[config.mk]
export PLATFORM = sky130hd
export DESIGN_NAME = small_language_lexer_top
export DESIGN_NICKNAME = d
export VERILOG_FILES = /design/src/sll_pkg.sv /design/src/sll_scanner.sv /design/src/sll_out_queue.sv /design/src/small_language_lexer_top.sv
export VERILOG_INCLUDE_DIRS = /design/src /design/src/src
export SDC_FILE = /design/constraint.sdc
export NUM_CORES = 1
export LEC_CHECK = 0
export BUFFER_PORTS_ARGS = -buffer_cell sky130_fd_sc_hd__buf_2
export CORE_ASPECT_RATIO = 1.75
export CORE_MARGIN = 2
export CORE_UTILIZATION = 35
export DETAILED_ROUTE_END_ITERATION = 7
export PLACE_DENSITY = 0.6
export SLEW_MARGIN = 20
export SYNTH_ARGS = -nofsm -noshare
export SYNTH_HDL_FRONTEND = slang
export SYNTH_SLANG_ARGS = --single-unit
[constraint.sdc]
create_clock -name clk -period 4.4 [get_ports clk]
set_clock_uncertainty 0.2 [all_clocks]
set_input_delay 0.22 -clock clk [delete_from_list [all_inputs] [get_ports clk]]
set_output_delay 0.22 -clock clk [all_outputs]
set_load 0.02 [all_outputs]
[src/assert_macros.svh]
// ----------------------------------------------------------------------------
// Assertion macros
// Concurrent assertion wrappers; they compile to nothing when SYNTH is set.
// ----------------------------------------------------------------------------
`ifndef ASSERT_MACROS_SVH
`define ASSERT_MACROS_SVH

`ifndef SYNTH
// Property must hold at every clock edge outside reset.
`define ASSERT_HOLDS(lbl, clk, rst, prop, msg) \
  lbl: assert property (@(posedge clk) disable iff (rst) (prop)) else $error(msg);
// Expression must never be true outside reset.
`define ASSERT_NEVER(lbl, clk, rst, expr, msg) \
  lbl: assert property (@(posedge clk) disable iff (rst) !(expr)) else $error(msg);
`else
`define ASSERT_HOLDS(lbl, clk, rst, prop, msg)
`define ASSERT_NEVER(lbl, clk, rst, expr, msg)
`endif

`endif

[src/sll_pkg.sv]
`timescale 1ns / 1ps
// ----------------------------------------------------------------------------
// Lexer package
// Beat types, token kinds, scan modes and the keyword and symbol lookups.
// ----------------------------------------------------------------------------
package sll_pkg;

  localparam int COLUMN_LIMIT_DEF       = 16384;
  localparam int TOKEN_LENGTH_LIMIT_DEF = 63;
  localparam int QUEUE_DEPTH            = 4;

  // Scan modes
  localparam logic [2:0] MODE_IDLE    = 3'd0;
  localparam logic [2:0] MODE_WORD    = 3'd1;
  localparam logic [2:0] MODE_NUMBER  = 3'd2;
  localparam logic [2:0] MODE_COLON   = 3'd3;
  localparam logic [2:0] MODE_COMMENT = 3'd4;

  // Token kinds
  localparam logic [4:0] KIND_ASSIGN = 5'd8;
  localparam logic [4:0] KIND_EQ     = 5'd9;
  localparam logic [4:0] KIND_LT     = 5'd10;
  localparam logic [4:0] KIND_PLUS   = 5'd11;
  localparam logic [4:0] KIND_MINUS  = 5'd12;
  localparam logic [4:0] KIND_STAR   = 5'd13;
  localparam logic [4:0] KIND_SLASH  = 5'd14;
  localparam logic [4:0] KIND_CARET  = 5'd15;
  localparam logic [4:0] KIND_SEMI   = 5'd16;
  localparam logic [4:0] KIND_LPAREN = 5'd17;
  localparam logic [4:0] KIND_RPAREN = 5'd18;
  localparam logic [4:0] KIND_LBRACE = 5'd19;
  localparam logic [4:0] KIND_RBRACE = 5'd20;
  localparam logic [4:0] KIND_IDENT  = 5'd21;
  localparam logic [4:0] KIND_NUMBER = 5'd22;

  // Characters
  localparam logic [7:0] CH_NEWLINE = 8'h0A;
  localparam logic [7:0] CH_COLON   = 8'h3A;
  localparam logic [7:0] CH_EQUAL   = 8'h3D;
  localparam logic [7:0] CH_UNDER   = 8'h5F;
  localparam logic [7:0] CH_RBRACE  = 8'h7D;

  typedef struct packed {
    logic [7:0] text_byte;
    logic       end_of_text;
  } text_beat_t;

  typedef struct packed {
    logic [4:0]  token_kind;
    logic [15:0] line_number;
    logic [13:0] start_column;
    logic [5:0]  token_length;
    logic        run_end;
  } token_beat_t;

  // Up to two tokens from one text beat, first one in slot a
  typedef struct packed {
    logic        valid_a;
    logic        valid_b;
    token_beat_t beat_a;
    token_beat_t beat_b;
  } scan_result_t;

  typedef struct packed {
    logic [2:0] fill;
  } queue_status_t;

  function automatic logic is_word_char(logic [7:0] c);
    return (c >= 8'h61 && c <= 8'h7A) || (c >= 8'h41 && c <= 8'h5A) || c == CH_UNDER;
  endfunction

  function automatic logic is_digit_char(logic [7:0] c);
    return c >= 8'h30 && c <= 8'h39;
  endfunction

  // Keywords, bytes packed little endian; returns {hit, kind}
  function automatic logic [5:0] kw_lookup(logic [47:0] word_bytes, logic [2:0] len);
    logic [5:0] r;
    r = {1'b0, KIND_IDENT};
    case (len)
      3'd2: if (word_bytes == 48'h6669) r = {1'b1, 5'd0};
      3'd3: if (word_bytes == 48'h646e65) r = {1'b1, 5'd3};
      3'd4: begin
        if (word_bytes == 48'h6e656874) r = {1'b1, 5'd1};
        else if (word_bytes == 48'h65736c65) r = {1'b1, 5'd2};
        else if (word_bytes == 48'h64616572) r = {1'b1, 5'd6};
      end
      3'd5: begin
        if (word_bytes == 48'h6c69746e75) r = {1'b1, 5'd5};
        else if (word_bytes == 48'h6574697277) r = {1'b1, 5'd7};
      end
      3'd6: if (word_bytes == 48'h746165706572) r = {1'b1, 5'd4};
      default: r = {1'b0, KIND_IDENT};
    endcase
    return r;
  endfunction

  // Single-character symbols; returns {hit, kind}
  function automatic logic [5:0] sym_lookup(logic [7:0] c);
    logic [5:0] r;
    case (c)
      8'h3D:   r = {1'b1, KIND_EQ};
      8'h3C:   r = {1'b1, KIND_LT};
      8'h2B:   r = {1'b1, KIND_PLUS};
      8'h2D:   r = {1'b1, KIND_MINUS};
      8'h2A:   r = {1'b1, KIND_STAR};
      8'h2F:   r = {1'b1, KIND_SLASH};
      8'h5E:   r = {1'b1, KIND_CARET};
      8'h3B:   r = {1'b1, KIND_SEMI};
      8'h28:   r = {1'b1, KIND_LPAREN};
      8'h29:   r = {1'b1, KIND_RPAREN};
      8'h7B:   r = {1'b1, KIND_LBRACE};
      8'h7D:   r = {1'b1, KIND_RBRACE};
      default: r = {1'b0, KIND_IDENT};
    endcase
    return r;
  endfunction

endpackage

[src/sll_scanner.sv]
`timescale 1ns / 1ps
// ----------------------------------------------------------------------------
// Lexer scanner
// Scan state registers and the per-byte classification that yields tokens.
// ----------------------------------------------------------------------------
module sll_scanner #(
  parameter int COLUMN_LIMIT       = sll_pkg::COLUMN_LIMIT_DEF,
  parameter int TOKEN_LENGTH_LIMIT = sll_pkg::TOKEN_LENGTH_LIMIT_DEF
) (
  input  logic                  clk,
  input  logic                  rst,
  input  logic                  accept,
  input  sll_pkg::text_beat_t   beat,
  output sll_pkg::scan_result_t result,
  output logic [2:0]            mode_out
);
  import sll_pkg::*;

  localparam int COL_CAP_I = (COLUMN_LIMIT - 1 > 16383) ? 16383 : COLUMN_LIMIT - 1;
  localparam int COL_W     = $clog2(COL_CAP_I + 1);
  localparam int RL_W      = $clog2(TOKEN_LENGTH_LIMIT + 1);
  localparam logic [COL_W-1:0] COL_CAP  = COL_W'(COL_CAP_I);
  localparam logic [RL_W-1:0]  RL_LIMIT = RL_W'(TOKEN_LENGTH_LIMIT);
  localparam logic [RL_W-1:0]  KW_MAX   = RL_W'(6);

  logic [2:0]       scan_mode, scan_mode_next;
  logic [47:0]      keyword_buffer, keyword_buffer_next;
  logic             letters_only, letters_only_next;
  logic [COL_W-1:0] token_start, token_start_next;
  logic [RL_W-1:0]  run_length, run_length_next;
  logic [15:0]      current_line, current_line_next;
  logic [COL_W-1:0] current_column, current_column_next;

  logic [7:0]       c;
  logic             taken;
  logic [5:0]       kw_hit;
  logic [5:0]       sym_hit;
  logic [4:0]       word_kind;
  logic             va, vb;
  token_beat_t      ta, tb;

  assign c        = beat.text_byte;
  assign kw_hit   = kw_lookup(keyword_buffer, run_length[2:0]);
  assign sym_hit  = sym_lookup(c);
  assign mode_out = scan_mode;

  // Kind of the pending word
  always_comb begin
    if (!letters_only || run_length > KW_MAX) word_kind = KIND_IDENT;
    else if (kw_hit[5]) word_kind = kw_hit[4:0];
    else word_kind = KIND_IDENT;
  end

  // Next state and tokens for one beat
  always_comb begin
    scan_mode_next      = scan_mode;
    keyword_buffer_next = keyword_buffer;
    letters_only_next   = letters_only;
    token_start_next    = token_start;
    run_length_next     = run_length;
    current_line_next   = current_line;
    current_column_next = current_column;
    taken = 1'b0;
    va = 1'b0;
    vb = 1'b0;
    ta = '0;
    tb = '0;
    ta.line_number  = current_line;
    tb.line_number  = current_line;
    ta.start_column = 14'(token_start);
    ta.token_length = 6'(run_length);
    tb.start_column = 14'(current_column);
    tb.token_length = 6'd1;

    if (beat.end_of_text) begin
      // Flush a pending run, then back to reset state
      if (scan_mode == MODE_WORD) begin
        va = 1'b1;
        ta.token_kind = word_kind;
      end else if (scan_mode == MODE_NUMBER) begin
        va = 1'b1;
        ta.token_kind = KIND_NUMBER;
      end
      scan_mode_next      = MODE_IDLE;
      keyword_buffer_next = '0;
      letters_only_next   = 1'b1;
      token_start_next    = '0;
      run_length_next     = '0;
      current_line_next   = 16'd1;
      current_column_next = '0;
    end else begin
      // Continue the pending token
      case (scan_mode)
        MODE_WORD, MODE_NUMBER: begin
          if ((scan_mode == MODE_WORD) ? is_word_char(c) : is_digit_char(c)) begin
            taken = 1'b1;
            if (run_length < KW_MAX)
              keyword_buffer_next = keyword_buffer | (48'(c) << {run_length[2:0], 3'b000});
            if (c == CH_UNDER) letters_only_next = 1'b0;
            if (run_length < RL_LIMIT) run_length_next = run_length + RL_W'(1);
          end else begin
            va = 1'b1;
            ta.token_kind = (scan_mode == MODE_WORD) ? word_kind : KIND_NUMBER;
            scan_mode_next = MODE_IDLE;
          end
        end
        MODE_COLON: begin
          scan_mode_next = MODE_IDLE;
          if (c == CH_EQUAL) begin
            taken = 1'b1;
            va = 1'b1;
            ta.token_kind   = KIND_ASSIGN;
            ta.token_length = 6'd2;
          end
        end
        MODE_COMMENT: begin
          taken = 1'b1;
          if (c == CH_RBRACE) begin
            va = 1'b1;
            ta.token_kind   = KIND_RBRACE;
            ta.start_column = 14'(current_column);
            ta.token_length = 6'd1;
            scan_mode_next  = MODE_IDLE;
          end
        end
        default: scan_mode_next = MODE_IDLE;
      endcase

      // Start a new token from this byte
      if (!taken) begin
        if (is_word_char(c) || is_digit_char(c)) begin
          scan_mode_next      = is_digit_char(c) ? MODE_NUMBER : MODE_WORD;
          keyword_buffer_next = {40'd0, c};
          letters_only_next   = (c != CH_UNDER);
          run_length_next     = RL_W'(1);
          token_start_next    = current_column;
        end else if (c == CH_COLON) begin
          scan_mode_next   = MODE_COLON;
          token_start_next = current_column;
          run_length_next  = RL_W'(1);
        end else if (sym_hit[5]) begin
          vb = 1'b1;
          tb.token_kind = sym_hit[4:0];
          if (sym_hit[4:0] == KIND_LBRACE) scan_mode_next = MODE_COMMENT;
        end
      end

      // Position of the next byte
      if (c == CH_NEWLINE) begin
        if (current_line != 16'hFFFF) current_line_next = current_line + 16'd1;
        current_column_next = '0;
      end else if (current_column < COL_CAP) begin
        current_column_next = current_column + COL_W'(1);
      end
    end

    ta.run_end = !vb;
    tb.run_end = 1'b1;
    result.valid_a = va && accept;
    result.valid_b = vb && accept;
    result.beat_a  = ta;
    result.beat_b  = tb;
  end

  always_ff @(posedge clk) begin
    if (rst) begin
      scan_mode      <= MODE_IDLE;
      keyword_buffer <= '0;
      letters_only   <= 1'b1;
      token_start    <= '0;
      run_length     <= '0;
      current_line   <= 16'd1;
      current_column <= '0;
    end else if (accept) begin
      scan_mode      <= scan_mode_next;
      keyword_buffer <= keyword_buffer_next;
      letters_only   <= letters_only_next;
      token_start    <= token_start_next;
      run_length     <= run_length_next;
      current_line   <= current_line_next;
      current_column <= current_column_next;
    end
  end

endmodule

[src/sll_out_queue.sv]
`timescale 1ns / 1ps
// ----------------------------------------------------------------------------
// Lexer token queue
// Four-entry token queue, up to two writes and one read a cycle.
// ----------------------------------------------------------------------------
module sll_out_queue (
  input  logic                   clk,
  input  logic                   rst,
  input  sll_pkg::scan_result_t  result,
  input  logic                   token_stall,
  output logic                   token_valid,
  output sll_pkg::token_beat_t   token_beat,
  output sll_pkg::queue_status_t status
);
  import sll_pkg::*;

  localparam int PTR_W  = $clog2(QUEUE_DEPTH);
  localparam int FILL_W = $clog2(QUEUE_DEPTH + 1);

  token_beat_t       entries [QUEUE_DEPTH];
  logic [PTR_W-1:0]  rd_ptr, wr_ptr;
  logic [FILL_W-1:0] fill, fill_next;
  logic [1:0]        push;
  logic              pop;
  logic [PTR_W-1:0]  wr_b;

  assign push        = {1'b0, result.valid_a} + {1'b0, result.valid_b};
  assign pop         = (fill != '0) && !token_stall;
  assign wr_b        = wr_ptr + PTR_W'(result.valid_a);
  assign fill_next   = fill + FILL_W'(push) - FILL_W'(pop);
  assign token_valid = (fill != '0);
  assign token_beat  = entries[rd_ptr];
  assign status.fill = 3'(fill);

  // Pointers and fill count
  always_ff @(posedge clk) begin
    if (rst) begin
      rd_ptr <= '0;
      wr_ptr <= '0;
      fill   <= '0;
    end else begin
      rd_ptr <= rd_ptr + PTR_W'(pop);
      wr_ptr <= wr_ptr + PTR_W'(push);
      fill   <= fill_next;
    end
  end

  // Entry storage
  always_ff @(posedge clk) begin
    if (result.valid_a) entries[wr_ptr] <= result.beat_a;
    if (result.valid_b) entries[wr_b] <= result.beat_b;
  end

endmodule

[src/small_language_lexer_top.sv]
`timescale 1ns / 1ps
// A token is written into the token queue when the text beat that ends it is
// accepted, and is offered from there. One text beat per cycle while text_stall
// is low; a beat yielding two tokens puts both into the four-entry token queue.
// Input stalls while the queue lacks room for two tokens.
// Reset (rst, synchronous): line 1, column 0, idle scan, empty queue.
// ----------------------------------------------------------------------------
// Small language lexer
// Streams source bytes in and emits keyword, symbol, identifier and number
// tokens with line, column and length.
// ----------------------------------------------------------------------------
`include "assert_macros.svh"

module small_language_lexer_top #(
  parameter int COLUMN_LIMIT       = sll_pkg::COLUMN_LIMIT_DEF,
  parameter int TOKEN_LENGTH_LIMIT = sll_pkg::TOKEN_LENGTH_LIMIT_DEF
) (
  input  logic                 clk,
  input  logic                 rst,
  input  logic                 text_valid,
  output logic                 text_stall,
  input  sll_pkg::text_beat_t  text_beat,
  output logic                 token_valid,
  input  logic                 token_stall,
  output sll_pkg::token_beat_t token_beat
);
  import sll_pkg::*;

  localparam logic [2:0] FILL_MAX = 3'(QUEUE_DEPTH);
  localparam logic [2:0] FILL_ACC = 3'(QUEUE_DEPTH - 2);

  logic          accept;
  scan_result_t  result;
  queue_status_t q_status;
  logic [2:0]    scan_mode;

  assign text_stall = q_status.fill > FILL_ACC;
  assign accept     = text_valid && !text_stall;

  sll_scanner #(
    .COLUMN_LIMIT      (COLUMN_LIMIT),
    .TOKEN_LENGTH_LIMIT(TOKEN_LENGTH_LIMIT)
  ) u_scanner (
    .clk     (clk),
    .rst     (rst),
    .accept  (accept),
    .beat    (text_beat),
    .result  (result),
    .mode_out(scan_mode)
  );

  sll_out_queue u_queue (
    .clk        (clk),
    .rst        (rst),
    .result     (result),
    .token_stall(token_stall),
    .token_valid(token_valid),
    .token_beat (token_beat),
    .status     (q_status)
  );

  // Checks
  `ASSERT_NEVER(a_fill_bound, clk, rst, q_status.fill > FILL_MAX, "token queue overflow")
  `ASSERT_HOLDS(a_eot_idle, clk, rst, accept && text_beat.end_of_text |=> scan_mode == MODE_IDLE, "scan not idle after end of text")
  `ASSERT_NEVER(a_push_full, clk, rst, (result.valid_a || result.valid_b) && !accept, "token pushed without a text beat")

endmodule

; ---- Word level (Yosys, flattened, before mapping)
; Memories as Yosys holds them, arrays and structs flattened. A register that Yosys moved wholly into a read port is not among the register bits.
; Cells that the tools add are included.
[classes]
addsub = 9
magnitude_cmp = 11
eq_ne = 36
shift = 1
muxes = 90
n_bitwise = 1
reduce_logical = 24
[ops]
columns = cell, n
row1 = $mux W48, 6
row2 = $eq A48 B31 Y1 const B, 3
row3 = $mux W14, 8
row4 = $eq A48 B39 Y1 const B, 2
row5 = $mux W6, 16
row6 = $eq A8 B6 Y1 const B, 10
row7 = $pmux W6 S12, 1
row8 = $mux W5, 13
row9 = $eq A48 B15 Y1 const B, 1
row10 = $eq A48 B23 Y1 const B, 1
row11 = $eq A48 B47 Y1 const B, 1
row12 = $mux W16, 3
row13 = $or A48 B48 Y48, 1
row14 = $shl A8 B6 Y48, 1
row15 = $mux W20, 2
row16 = $eq A8 B7 Y1 const B, 4
row17 = $pmux W6 S5, 1
row18 = $mux W1, 24
row19 = $mux W3, 8
row20 = $add A16 B1 Y16 const B, 1
row21 = $ge A8 B7 Y1 const B, 2
row22 = $le A8 B7 Y1 const B, 2
row23 = $ne A16 B16 Y1 const B, 1
row24 = $pmux W5 S3, 1
row25 = 34 further kinds, 59
[word_totals]
register_bits = 109
ram_bits = 168
out_inout_bits = 44
n_memories = 1
[mem_list]
columns = name, words, word_bits, rd, rd_ports_with_merged_regs, write_ports, line
row1 = u_queue.entries, 4, 42, 1, 1, 2, sll_out_queue.sv:20  ; token_beat_t entries [QUEUE_DEPTH];

; ---- Longest topological paths before layout
; Gate-level depths: netlist of the first run.
[logic_depth]
depth_word = 14
ltp_mapped = 16
ltp_nobuf = 13

; ---- Hierarchy
; A second synthesis of the first run with hierarchy kept.
[unflattened]
hier_cells = 1183
area_unflattened_um2 = 14520.2
[modules_own_cells]
columns = module, instances, cells_each, area_each_um2, seq_area_each_um2
row1 = sll_out_queue, 1, 453, 8619.5, 5185.0
row2 = sll_scanner, 1, 727, 5883.1, 2042.0
row3 = small_language_lexer_top, 1, 3, 17.5, 0.0

; ---- Worst setup path after synthesis of the first run
; No wires, ideal clock.
[synth_path]
kind = register to register
startpoint = register u_scanner.scan_mode[2], in the netlist u_scanner.mode_out[2]
endpoint = memory u_queue.entries[0][10] (netlist bit) (enable)
setup_time_ps = 390
arrival_time_ps = 3876
t_required_ps = 3810
path_slack_ps = -65
stages_incl_launch_ff = 13
n_path_buf = 2
period_less_slack_ps = 4465
cell_sequence = dfxtp_1 > buf_4 > or3b_1 > o31a_4 > a221oi_4 > nor2_1 > ha_1 > xnor2_1 > nand2b_1 > nor4_4 > nor2_2 > buf_2 > inv_1
[synth_lines]
columns = item, line
row1 = from (decl), sll_scanner.sv:26  ; logic [2:0] scan_mode, scan_mode_next;
row2 = from (signal assigned), sll_scanner.sv:175  ; scan_mode <= scan_mode_next;
row3 = to (decl), sll_out_queue.sv:20

==> summary.md, run 1 <==
| Metric | Value |
|---|---|
| Buffers inserted by post-CTS timing repair | 0 |
| Area delta synth->final | 14.1% |
| Share of flip-flops with an asynchronous set or reset after synthesis | 0% |
| Worst setup SP type | register |
| Final critical path time including I/O delays and setup | 4.11 ns |
| Critical Path, Cell by Cell | or3b_1, o31a_4, a221oi_4, nor2_1, ha_1, xnor2_1, nand2b_1, nor4_1, a21o_1, a22o_1 |
| Placed Cells | approximately 1.7k |
| Most common flop cell mapped by yosys | edfxtp_1 |
| Number of standard-cell rows in the floorplan | 95 |
| Placement-stage cell area | 14,400 sq um |
| Final period utilization | 93.3% |
| Number of antenna violations at the first check in global routing | 1 |
| Vias in the first global route | 9,922 |
| Power after layout | around 6.3 mW |
| Antenna cell count | 0 |
| Total nets after synthesis | between 1k and 1.5k |
| GRT Residual Overflow | 0 |
| Cell types with the largest area share after synthesis | edfxtp_1, dfxtp_1, mux4_2 |
| Maximum number of pins on one net before global-route repair | about 50 |
| Outcome | complete, no violations |
| Clock tree from TritonCTS | done |
| Total DRC errors in the routed layout | 0 |
| Die Width | 153 um |
| GRT Overall Usage | 17.6% |
| Drt first-iter violations | 550 |
| Critical Path End Type | register |
| Post-detailed-placement half-perimeter wirelength | approximately 26 mm |
| First-pass GRT wire length | between 50 and 60 mm |
| Total number of clock tree sinks | about 280 |
| Setup repair after global routing missed its margin | false |
| DRT Pass-1 Iters | 5 |
| Slew margin rel. | 35.4% |
| Leak | 4.98 nW |
| Fill cell count | 3,701 |
| Max-slew violations | 0 |
| Post-route non-filler standard cell count | 1,765 |
| Area of the die | 40,500 sq um |
| IO Count | 57 |
| Kind of cell adding the most delay to the critical path | compound AO/OA/AOI/OAI gates |
| Buf+Inv Stages, Crit Path | 0 |
| Leading cell types in the layout, fill and taps excluded | edfxtp_1, dfxtp_1, a22o_1 |
| Total negative slack | 0 ns |
| Most common cell after layout, fill and taps aside | edfxtp_1 |
| Final instance area | 15,500 sq um |
| Synth warnings | 0 |
| Inserted Clock Buffers | 27 |
| Number of library cell types mapped by synthesis | 83 |
| Peak Freq | 244 MHz |
| Synth Area per Inst | 11.2 sq um |
| Via density per instance | 5.65 |
| Number of maximum-capacitance constraint violations | 0 |
| Number of buffers on the longest clock path | 3 |
| Hold/Removal Path Class | in -> reg |
| Cell taking the most area after synthesis | edfxtp_1 |
| Instance count of the mapped netlist | 1,214 |
| Number of enable-type register cells in the synthesized netlist | 140 |
| Cell chosen for the clock root | clkbuf_16 |
| Total length of routed wires | between 30 and 40 mm |
| Htree depth | 1 |
| Vertical die dimension | 265 um |
| DRT antenna net count | 0 |
| Final hold vios | 0 |
| Placer's final routability congestion estimate | 0.923 |
| Layout cells sized above 1 | between 10% and 20% |
| Clock slew at the register clock pins of the worst setup and hold paths | around 0.070 ns |
| Sequential share of the synthesized area | between 50% and 60% |
| Synthesis-stage register bit count | approximately 280 |
| Crit path max fanout | 14 |
| Utilization after layout | 40.4% |
| Clock Latency Late Sink | 0.57 ns |
| Pwr per Cell Area | slightly above 400 nW/um^2 |
| Worst slack at placement | 0.369 ns |
| Setup-failing EPs final | 0 |
| Initial standard-cell utilization of the core | between 30% and 40% |
| Area share of the largest cell type after synthesis | 30.9% |
| Transition time at the pin with the least slew margin | 0.968 ns |
| Core area | 38,400 sq um |
| Cell area after synthesis | 13,600 sq um |
| Largest stage delay, worst path | just under 0.6 ns |
| Crit path arrival time | around 4.3 ns |
| Worst Path Class, Setup | reg -> reg |
| Worst IR drop on VDD | 0.000321 V |
| Total number of vias | 9,977 |
| Slowest stage cell, crit path | a21o_1 |
| Post-layout net count | 1,287 |
| Routed len/inst | 20.5 um |
| Final critical-path setup slack | 0.294 ns |
| Port Buf Inserts | 56 |
| Worst slack on hold paths | 0.0434 ns |
| Endpoint required time on the critical path | approximately 4.6 ns |
-- registers in the layout, indices dropped and copies added (netlist names) --
register and count:
u_scanner.letters_only 1, u_queue.rd_ptr 2, u_scanner.keyword_buffer 48, u_scanner.run_length 6, u_scanner.token_start 14, u_scanner.current_line 16
u_scanner.current_column 14, u_queue.status 3, u_queue.wr_ptr 2, u_queue.entries 168, u_scanner.mode_out 3
-- cell type report --
class	count	area, sq um	area share (%)
clock buffer	30	728	4.69
clock inverter	20	259	1.67
inverter	22	90.1	0.581
multi-input combinational	827	6170	39.7
sequential	277	6950	44.8
tap	485	607	3.91
timing repair buffer	104	713	4.60
-- worst register-to-register path, delay by kind of cell (launching register included) --
| kind | cells | cell delay [ns] |
|---|---|---|
| compound gates | 4 | 1.67 |
| xor+xnor | 1 | 0.35 |
| fa+ha+maj | 1 | 0.27 |
| flops | 1 | 0.36 |
| simple gates | 4 | 1.11 |
-- routing by layer --
metal	GRT usage, %	share of wire (%)	vias up
li1	-	-	4687
met4	7.36	3.8	2
met3	1.72	3.5	79
met2	35.3	57	240
met1	18.3	36	4969
met5	0	0.044	-
-- cells in the mapped netlist (all sizes together), types with 6 or more instances --
cell    instances
a22o           92
nor3b          10
nor3           31
nor4           22
a21oi          38
xnor2           7
and4            6
nand2b          9
mux2i          18
edfxtp        140
o22ai          11
nor2b          42
or4            15
nand3          30
nor4b           6
nand4b          9
mux4           42
nor2           84
dfxtp         137
nand4          15
xor2           17
clkbuf         47
and3           12
a21o            6
and2           46
inv            22
or3             8
o21ai          65
o211ai          9
ha             14
a31oi           9
nand2          92
buf            41
-- timing repair --
action | 4_1_cts | 5_1_grt
hold buffers | 9 | 0
hold endpoints to repair | 54 | 0
resized for setup | 0 | 0
-- worst paths after layout --
path	startpoint	depth (start not counted)	end	slack [ns]
hold reg to reg	u_queue.entries[1][5]$_SDFFE_PP0P_	2	u_queue.entries[1][5]$_SDFFE_PP0P_	0.26
setup / recovery	u_scanner.mode_out[1]$_SDFFE_PP0P_	10	u_queue.entries[0][19]$_DFFE_PP_	0.29
hold / removal	token_stall	5	u_queue.rd_ptr[1]$_SDFF_PP0_	0.04
setup reg to reg	u_scanner.mode_out[1]$_SDFFE_PP0P_	10	u_queue.entries[0][19]$_DFFE_PP_	0.29
-- report_power, final --
part	total, mW	internal (mW)	switching, mW
registers	2.90	2.73	0.165
clock network	2.56	1.50	1.06
logic	0.824	0.376	0.448
-- cells by family after synthesis --
kind of cell / Yosys count / synth area share, %
AOI/OAI and AO/OA: 261 / 13.9
xor gates and xnor gates: 24 / 1.55
adders and majority gates: 15 / 1.44
buffers and inverters: 110 / 3.69
DFF: 277 / 51.1
muxes: 60 / 8.28
and+or+nand+nor: 467 / 20.1
Power figures use the tool's default switching activity.
==> run 2, diff against run 1 <==
--- a/config.mk
+++ b/config.mk
@@ -11,6 +11,7 @@
 export CORE_MARGIN = 2
 export CORE_UTILIZATION = 35
 export DETAILED_ROUTE_END_ITERATION = 7
+export HOLD_SLACK_MARGIN = 0.15
 export PLACE_DENSITY = 0.6
 export SLEW_MARGIN = 20
 export SYNTH_ARGS = -nofsm -noshare
==> run 2 against run 1 <==
  * Flip-flop and latch count unchanged
  * Via count about the same
  * Die area unchanged
  * Global-route usage about the same
  * Register-to-register slack about the same
==> summary.md, run 2 (synthesized netlist as in run 1, its figures left out) <==
| Metric | Value |
|---|---|
| DRT Pass-1 Iters | 5 |
| Leading cell types in the layout, fill and taps excluded | edfxtp_1, dfxtp_1, a22o_1 |
| Flip-flop count of the largest register after layout | approximately 170 |
| Total negative slack | 0 ns |
| Clock Latency Late Sink | 0.57 ns |
| Worst IR drop on VDD | 0.000322 V |
| Via density per instance | 5.64 |
| Peak Freq | 244 MHz |
| Total number of vias | 9,969 |
| Clock tree from TritonCTS | done |
| Leak | around 5.0 nW |
| Final hold vios | 0 |
| Number of maximum-capacitance constraint violations | 0 |
| Placer's final routability congestion estimate | 0.923 |
| Endpoint required time on the critical path | between 4 and 5 ns |
| Resize count post-CTS | 0 |
| Final period utilization | 93.2% |
| Crit path max fanout | 14 |
| Worst Path Class, Setup | reg -> reg |
| Pwr per Cell Area | 404 nW/um^2 |
| Post-layout net count | 1,290 |
| Crit path arrival time | 4.31 ns |
| Outcome | complete, no violations |
| Critical Path End Type | register |
| Vertical die dimension | 265 um |
| IO Count | 57 |
| Setup repair after global routing missed its margin | false |
| Total DRC errors in the routed layout | 0 |
| Kind of cell adding the most delay to the critical path | compound AO/OA/AOI/OAI gates |
| Total number of clock tree sinks | 277 |
| Area delta synth->final | 14.3% |
| Initial standard-cell utilization of the core | 35.4% |
| Number of buffers on the longest clock path | 3 |
| Origin of the worst min-delay path | u_queue.entries[1][5]$_SDFFE_PP0P_ |
| Port Buf Inserts | 56 |
| Number of standard-cell rows in the floorplan | between 90 and 100 |
| Cell chosen for the clock root | clkbuf_16 |
| Hold/Removal Path Class | reg -> reg |
| GRT Residual Overflow | 0 |
| DRT antenna net count | 0 |
| Transition time at the pin with the least slew margin | about 0.96 ns |
| Area of the die | 40,500 sq um |
| First-pass GRT wire length | 56.4 mm |
| Register with the most flip-flops | u_queue.entries |
| Core area | roughly 38,000 sq um |
| Slew margin rel. | about 36% |
| Fill cell count | 3,701 |
| Critical Path, Cell by Cell | or3b_1, o31a_4, a221oi_4, nor2_1, ha_1, xnor2_1, nand2b_1, nor4_1, a21o_1, a22o_1 |
| Final critical path time including I/O delays and setup | 4.10 ns |
| Post-detailed-placement half-perimeter wirelength | 25.9 mm |
| Worst setup SP type | register |
| Inserted Clock Buffers | 27 |
| Die Width | 153 um |
| Largest registers | u_queue.entries x168, u_scanner.keyword_buffer x48, u_scanner.current_line x16 |
| Antenna cell count | 0 |
| Placement-stage cell area | 14,400 sq um |
| Max-slew violations | 0 |
| Htree depth | 1 |
| Setup-failing EPs final | 0 |
| Buffers inserted by post-CTS timing repair | 0 |
| Worst setup path startpoint | u_scanner.mode_out[1]$_SDFFE_PP0P_ |
| Total length of routed wires | 36.2 mm |
| Most common cell after layout, fill and taps aside | edfxtp_1 |
| Vias in the first global route | 9,926 |
| Layout cells sized above 1 | 17.8% |
| Clock slew at the register clock pins of the worst setup and hold paths | 0.07 ns |
| GRT Overall Usage | 17.6% |
| Largest stage delay, worst path | 0.58 ns |
| Maximum number of pins on one net before global-route repair | between 50 and 60 |
| Number of antenna violations at the first check in global routing | 0 |
| Hold buffers post-CTS | 12 |
| Final instance area | 15,500 sq um |
| Buf+Inv Stages, Crit Path | 0 |
| Slowest stage cell, crit path | a21o_1 |
| Startpoint of the worst register-to-register path | u_scanner.mode_out[1]$_SDFFE_PP0P_ |
| Drt first-iter violations | 451 |
| Routed len/inst | 20.5 um |
## run 2: changes by cell type in the layout (fill, tap and decap cells not counted)
cell           before  now
dlygate4sd3_1       9   12
## run 2: per-layer routing
metal	wire, um	GRT usage [%]
met1	13000	18.3
met2	20500	35.4
met3	1210	1.63
met4	1380	7.36
met5	0	0
## run 2: worst min-delay path, cell delays in order (launching register included)
cell and delay [ns]:
dfxtp_1 0.31, nand2_1 0.05, a21oi_1 0.05
## run 2: final cells by class
cell class	instances	area, sq um	share of cell area (%)
clock buffer	30	728	4.68
clock inverter	20	259	1.67
inverter	22	90.1	0.580
multi-input combinational	827	6170	39.7
sequential	277	6950	44.7
tap	485	607	3.90
timing repair buffer	107	743	4.78
## run 2: where the power goes
group | leakage [nW] | switching, mW | internal [mW]
sequential | 2.18 | 0.165 | 2.73
clock | 0.472 | 1.05 | 1.50
combinational | 2.34 | 0.448 | 0.377
## run 2: worst paths after layout
path	slack, ns	end	depth (start not counted)
worst max-delay path	0.30	u_queue.entries[0][19]$_DFFE_PP_	10
worst min-delay path	0.26	u_queue.entries[1][5]$_SDFFE_PP0P_	2
worst max register to register	0.30	u_queue.entries[0][19]$_DFFE_PP_	10
worst min register to register	0.26	u_queue.entries[1][5]$_SDFFE_PP0P_	2
## run 2: stage by stage
step / hold WS [ns] / power (mW) / instances / setup WS, ns / utilization [%]
5_1_grt: 0.283 / 6.51 / 1768 / 0.0322 / 40.5
6_report: 0.262 / 6.28 / 1768 / 0.299 / 40.5
3_5_place_dp: 0.248 / 3.79 / 1706 / 0.369 / 37.6
2_1_floorplan: 0.231 / 3.51 / 1214 / 0.222 / -
3_3_place_gp: 0.243 / 3.78 / 1706 / 0.340 / 37.6
4_1_cts: 0.231 / 6.36 / 1768 / 0.342 / 40.5
